--- config.mk ---
export PLATFORM = sky130hd
export DESIGN_NAME = bb22_emit
export DESIGN_NICKNAME = d
export VERILOG_FILES = /design/src/rtl/core/bb22_pkg.sv /design/src/rtl/core/bb22_emit.sv
export SDC_FILE = /design/constraint.sdc
export NUM_CORES = 1
export LEC_CHECK = 0
export ABC_AREA = 1
export BUFFER_PORTS_ARGS = -buffer_cell sky130_fd_sc_hd__buf_2
export CORE_MARGIN = 2
export CORE_UTILIZATION = 49
export DETAILED_ROUTE_END_ITERATION = 12
export GPL_TIMING_DRIVEN = 1
export PLACE_DENSITY = 0.8
export SLEW_MARGIN = 5
export SYNTH_ARGS = -nofsm -noshare
export SYNTH_HDL_FRONTEND = slang
export SYNTH_SLANG_ARGS = --single-unit
--- constraint.sdc ---
create_clock -name i_clk -period 1.8 [get_ports i_clk]
set_input_delay 0.36 -clock i_clk [delete_from_list [all_inputs] [get_ports i_clk]]
set_output_delay 0.36 -clock i_clk [all_outputs]
set_load 0.01 [all_outputs]
--- src/rtl/core/bb22_pkg.sv ---
// Package for the 2x2 box filter stream: sizes, codes, the result-load bundle and channel math.
`timescale 1ns / 1ps
`default_nettype none

package bb22_pkg;

    localparam int MAX_WIDTH  = 2048;
    localparam int MAX_HEIGHT = 2048;

    localparam int COL_W  = $clog2(MAX_WIDTH);
    localparam int ROW_W  = $clog2(MAX_HEIGHT);
    localparam int WID_W  = COL_W + 1;
    localparam int HGT_W  = ROW_W + 1;

    localparam int CFG_W     = 12;
    localparam int CFG_IDX_W = 2;
    localparam int COORD_W   = 11;
    localparam int PIX_W     = 32;

    localparam logic [CFG_IDX_W-1:0] CFG_IMAGE_WIDTH   = 2'd0;
    localparam logic [CFG_IDX_W-1:0] CFG_IMAGE_HEIGHT  = 2'd1;
    localparam logic [CFG_IDX_W-1:0] CFG_CHANNEL_COUNT = 2'd2;

    localparam logic [CFG_W-1:0] RST_IMAGE_WIDTH   = 12'd64;
    localparam logic [CFG_W-1:0] RST_IMAGE_HEIGHT  = 12'd64;
    localparam logic [2:0]       RST_CHANNEL_COUNT = 3'd4;
    localparam logic [2:0]       CC_RGBA           = 3'd4;

    // Result slots of one item, in delivery order.
    localparam int SLOT_MEAN = 0;
    localparam int SLOT_COL  = 1;
    localparam int SLOT_ROW  = 2;
    localparam int SLOTS     = 3;

    typedef struct packed {
        logic [SLOTS-1:0]   pend;
        logic [COORD_W-1:0] px;
        logic [COORD_W-1:0] py;
        logic [PIX_W-1:0]   mean;
        logic [PIX_W-1:0]   upper;
        logic [PIX_W-1:0]   cur;
        logic               fdone;
    } t_load;

    // Per-channel truncated mean of four pixels.
    function automatic logic [PIX_W-1:0] mean4(input logic [PIX_W-1:0] a,
                                               input logic [PIX_W-1:0] b,
                                               input logic [PIX_W-1:0] c,
                                               input logic [PIX_W-1:0] d);
        logic [PIX_W-1:0] res;
        logic [9:0]       s;
        res = '0;
        for (int k = 0; k < 4; k++) begin
            s = {2'b00, a[8*k +: 8]} + {2'b00, b[8*k +: 8]}
              + {2'b00, c[8*k +: 8]} + {2'b00, d[8*k +: 8]};
            res[8*k +: 8] = s[9:2];
        end
        return res;
    endfunction

endpackage

`default_nettype wire

--- src/rtl/core/bb22_emit.sv ---
// Emitter: holds up to three results of one item and sends one per cycle unless stalled.
`timescale 1ns / 1ps
`default_nettype none

module bb22_emit (
    input  wire logic                   i_clk,
    input  wire logic                   i_rst_n,
    input  wire logic                   i_load,
    input  wire bb22_pkg::t_load        i_ld,
    output logic                        o_free,
    output logic                        o_out_valid,
    input  wire logic                   i_out_stall,
    output logic [bb22_pkg::COORD_W-1:0] o_pix_x,
    output logic [bb22_pkg::COORD_W-1:0] o_pix_y,
    output logic [7:0]                  o_res0,
    output logic [7:0]                  o_res1,
    output logic [7:0]                  o_res2,
    output logic [7:0]                  o_res3,
    output logic                        o_last_of_run,
    output logic                        o_frame_done
);
    import bb22_pkg::*;

    logic [SLOTS-1:0] r_pend;
    logic [SLOTS-1:0] n_pend;
    t_load            r_ld;
    logic [SLOTS-1:0] sel;
    logic             take;
    logic [PIX_W-1:0] pix;

    // The lowest pending slot goes out first.
    always_comb begin
        sel = '0;
        if (r_pend[SLOT_MEAN]) begin
            sel[SLOT_MEAN] = 1'b1;
        end else if (r_pend[SLOT_COL]) begin
            sel[SLOT_COL] = 1'b1;
        end else if (r_pend[SLOT_ROW]) begin
            sel[SLOT_ROW] = 1'b1;
        end
    end

    assign o_out_valid = |r_pend;
    assign take        = o_out_valid && !i_out_stall;
    assign o_free      = (r_pend == '0) ||
                         (((r_pend & (r_pend - 1'b1)) == '0) && !i_out_stall);

    always_comb begin
        n_pend = r_pend;
        if (i_load) begin
            n_pend = i_ld.pend;
        end else if (take) begin
            n_pend = r_pend & ~sel;
        end
    end

    always_ff @(posedge i_clk) begin
        if (!i_rst_n) begin
            r_pend <= '0;
        end else begin
            r_pend <= n_pend;
        end
    end

    always_ff @(posedge i_clk) begin
        if (i_load) begin
            r_ld <= i_ld;
        end
    end

    always_comb begin
        pix     = r_ld.cur;
        o_pix_x = r_ld.px;
        o_pix_y = r_ld.py;
        if (sel[SLOT_MEAN]) begin
            pix     = r_ld.mean;
            o_pix_x = r_ld.px - 1'b1;
            o_pix_y = r_ld.py - 1'b1;
        end else if (sel[SLOT_COL]) begin
            pix     = r_ld.upper;
            o_pix_y = r_ld.py - 1'b1;
        end
    end

    assign o_res0        = pix[7:0];
    assign o_res1        = pix[15:8];
    assign o_res2        = pix[23:16];
    assign o_res3        = pix[31:24];
    assign o_last_of_run = ((r_pend & ~sel) == '0);
    assign o_frame_done  = sel[SLOT_ROW] && r_ld.fdone;

    a_load_when_drained: assert property (@(posedge i_clk) disable iff (!i_rst_n)
        i_load |-> ($countones(r_pend) <= 1))
        else $error("item loaded over undelivered results");

    a_done_is_last: assert property (@(posedge i_clk) disable iff (!i_rst_n)
        (o_out_valid && o_frame_done) |-> o_last_of_run)
        else $error("frame end not flagged as last result of its item");

endmodule

`default_nettype wire

==> impl_metrics.py <==
metrics = {
    "pwr": {
        "vdd_drop_max_mv": 0.7251,
        "power.internal_mw": 5.813,
        "power.static_leakage_nw": 3.684,
        "p_per_area_mw_per_mm2": 960.0,
        "power.total_mw": 7.906,
        "sequentialPowerShare_pct": 44.5,
        "comb_power_share_pct": 18.6,
        "clkPwrFrac_pct": 36.9,
        "sw_frac_of_total_pct": 26.48,
        "p_switching_mw": 2.093,
    },
    "run": {
        "maxCapViolCount": 0,
    },
    "placed_design": {
        "placed_cell_area_mm2": 0.006078,
        "gp_congestion": 0.8580,
        "port_buffers": 183,
        "dp_hpwl_um": 8056,
    },
    "cells_and_area": {
        "syn_to_final_growth_pct": 68.51,
        "fin_area_mm2": 0.008235,
        "layout_commonest_cell": "buf_2",
        "fin_nets": 785,
        "layout_common_cells": "buf_2, edfxtp_1, nand2_1",
        "layout-drive-gt1-share_pct": 60.45,
        "n_antenna_cell": 0,
    },
    "critical_path": {
        "crit_path_end_kind": "output pin",
        "cp-start-kind": "register",
        "cp_max_fo": 4,
        "cp_data_required_time_ns": 1.44,
        "crit_type": "register to output pin",
        "cp_data_arrival_time_ns": 1.83,
    },
    "global_route": {
        "grt_pass1_vias": 4346,
        "grt.total_usage_pct": 26.87,
        "grt_max_degree": 36,
        "antenna_found_initial": 0,
        "globalRouteOverflowTotal": 0,
        "grt_pass1_wl_um": 22050,
    },
    "logic_synthesis": {
        "synth-edff-count": 119,
        "synth_warnings": 0,
        "synth_fp_nets": 529,
        "async_reset_ff_share_pct": 0,
        "syn-instance-count": 401,
        "yosysUniqueCellTypes": 22,
        "ys_seq_elements": 122,
        "seq_area_frac_synth_pct": 74.35,
        "synth_top_flop_cell": "edfxtp_1",
        "postSynthAreaPerCell_um2": 12.19,
        "synth_area_mm2": 0.004887,
    },
    "timing": {
        "slew_viol_final": 0,
        "fin_worst_skew_ns": 0.001922,
        "setup_violations": 57,
        "finalWorstSetupSlack_ns": -0.3859,
        "final_hold_viol_count": 0,
        "post-route-period-util_pct": 121.4,
        "rsz0062_at_grt": "true",
        "max_slew_margin_pct": 68.22,
        "tns_ns": -13.13,
        "timing.fmax_ghz": 0.4575,
        "tightest_slew_ns": 0.4767,
        "fin_crit_ns": 2.186,
    },
    "drt": {
        "post_drt_via_cell_ratio": 5.159,
        "num_vias": 4143,
        "drt_first_pass_iters": 6,
        "remaining_drc_errors": 0,
        "routedWlPerCell_um": 18.55,
        "drt_wl_total_um": 14900,
        "antenna_left": 0,
        "drtIter0Drc": 289,
    },
    "die": {
        "die_w_um": 103.9,
        "std_cell_rows": 36,
        "initial_core_util_pct": 50.23,
        "fp.dieH_um": 103.9,
        "dieArea_mm2": 0.01079,
        "fp.coreArea_mm2": 0.009729,
        "boundaryPins": 184,
    },
    "min_path": {
        "hp-class": "input pin to register",
    },
    "cts": {
        "worstSkewPairLatency_ns": 0.50,
        "htreeDepth": 4,
        "clk_pin_slew_ns": 0.06,
        "tritoncts": "built",
        "cts_buffer_depth": 2,
        "clockRootBuffer": "clkbuf_8",
        "cts.sink_count": 122,
        "cts_buffers": 17,
    },
    "outcome": {
        "run_status": "finished with violations",
        "violations": "negative setup slack",
    },
}
-- final timing paths --
path | start | endpoint | slack [ns] | cells after the start
hold / removal | i_ld[10] | r_ld[10]$_DFFE_PP_ | 0.02 | 1
hold reg to reg | r_pend[1]$_SDFFE_PN0P_ | r_pend[1]$_SDFFE_PN0P_ | 0.67 | 4
setup reg to reg | r_pend[0]$_SDFFE_PN0P_ | r_pend[0]$_SDFFE_PN0P_ | 0.24 | 9
setup / recovery | r_ld[98]$_DFFE_PP_ | o_pix_y[8] | -0.39 | 8
-- synth_stat cells (2+ instances only) --
library cell	count	share of area, %
inv_1	30	2.3
buf_2	9	0.92
xor2_1	7	1.3
nand3_1	44	4.5
buf_4	2	0.31
ha_1	2	0.51
nand2_1	135	10
nor2_1	21	1.6
nand2_2	3	0.38
edfxtp_1	119	73
o21ai_1	2	0.20
nor3_2	2	0.41
nand4_1	5	0.64
nor2_2	2	0.26
dfxtp_1	3	1.2
xnor2_1	3	0.54
o21ai_0	4	0.41
a21oi_1	4	0.41
-- layer usage --
layer  track usage [%]  share of wire [%]  vias to the layer above
li1                  -                  -                     1894
met1             30.62                 36                     2007
met2             48.17                 56                      215
met3             7.895                6.4                       27
met4             9.363                2.0                        0
met5                 0                  0                        -
-- metrics by stage --
step | util [%] | hold slack [ns] | setup slack [ns] | std cells
detailed placement | 62.47 | 0.5381 | -0.01094 | 724
floorplan | - | 0.4576 | 0.2063 | 401
global placement | 62.47 | 0.5361 | 0.1032 | 724
global route | 84.65 | -0.002774 | -0.4819 | 803
finish | 84.65 | 0.02309 | -0.3859 | 803
CTS | 80.80 | 0.002347 | -0.3759 | 786
-- power by group through the flow --
stage,clock network [mW],logic [mW],registers [mW]
floorplan,0,0.362,3.49
global placement,0,0.790,3.50
detailed placement,0,0.814,3.51
CTS,2.94,1.33,3.49
global route,3.10,1.56,3.54
finish,2.92,1.47,3.52
-- layout make-up --
type	count	area (um^2)
clock buffer	18	417.9
clock inverter	14	100.1
fill	467	1494
inverter	30	125.1
multi-input combinational	238	1829
sequential	122	3641
tap	133	166.4
timing repair buffer	248	1956
-- sequential cells by signal, indices dropped and copies added (netlist names) --
| register | cells |
|---|---|
| r_pend | 3 |
| r_ld | 119 |
-- what timing repair did --
| item | CTS | global route |
|---|---|---|
| hold endpoints to repair | 0 | 15 |
| setup endpoints to repair | 57 | 58 |
| buffers inserted | 23 | 6 |
| gates cloned | 7 | 0 |
| gates resized for setup | 226 | 55 |
| pin swaps | 51 | 27 |
| hold buffers | 0 | 15 |
-- worst max-delay path: stages, from the launching register on --
cell	delay, ns
edfxtp_1	0.39
inv_2	0.11
ha_4	0.15
nand2_4	0.05
nor2_4	0.16
nand2_4	0.10
o21ai_2	0.14
nand2_1	0.08
buf_2	0.14
-- cells by family after synthesis --
kind of cell,Yosys count,synth area share (%)
flops,122,74.35
simple gates,215,18.64
xor+xnor,10,1.792
fa+ha+maj,2,0.5120
compound gates,11,1.178
buf+inv,41,3.533
(Power assumes the default switching activity.)
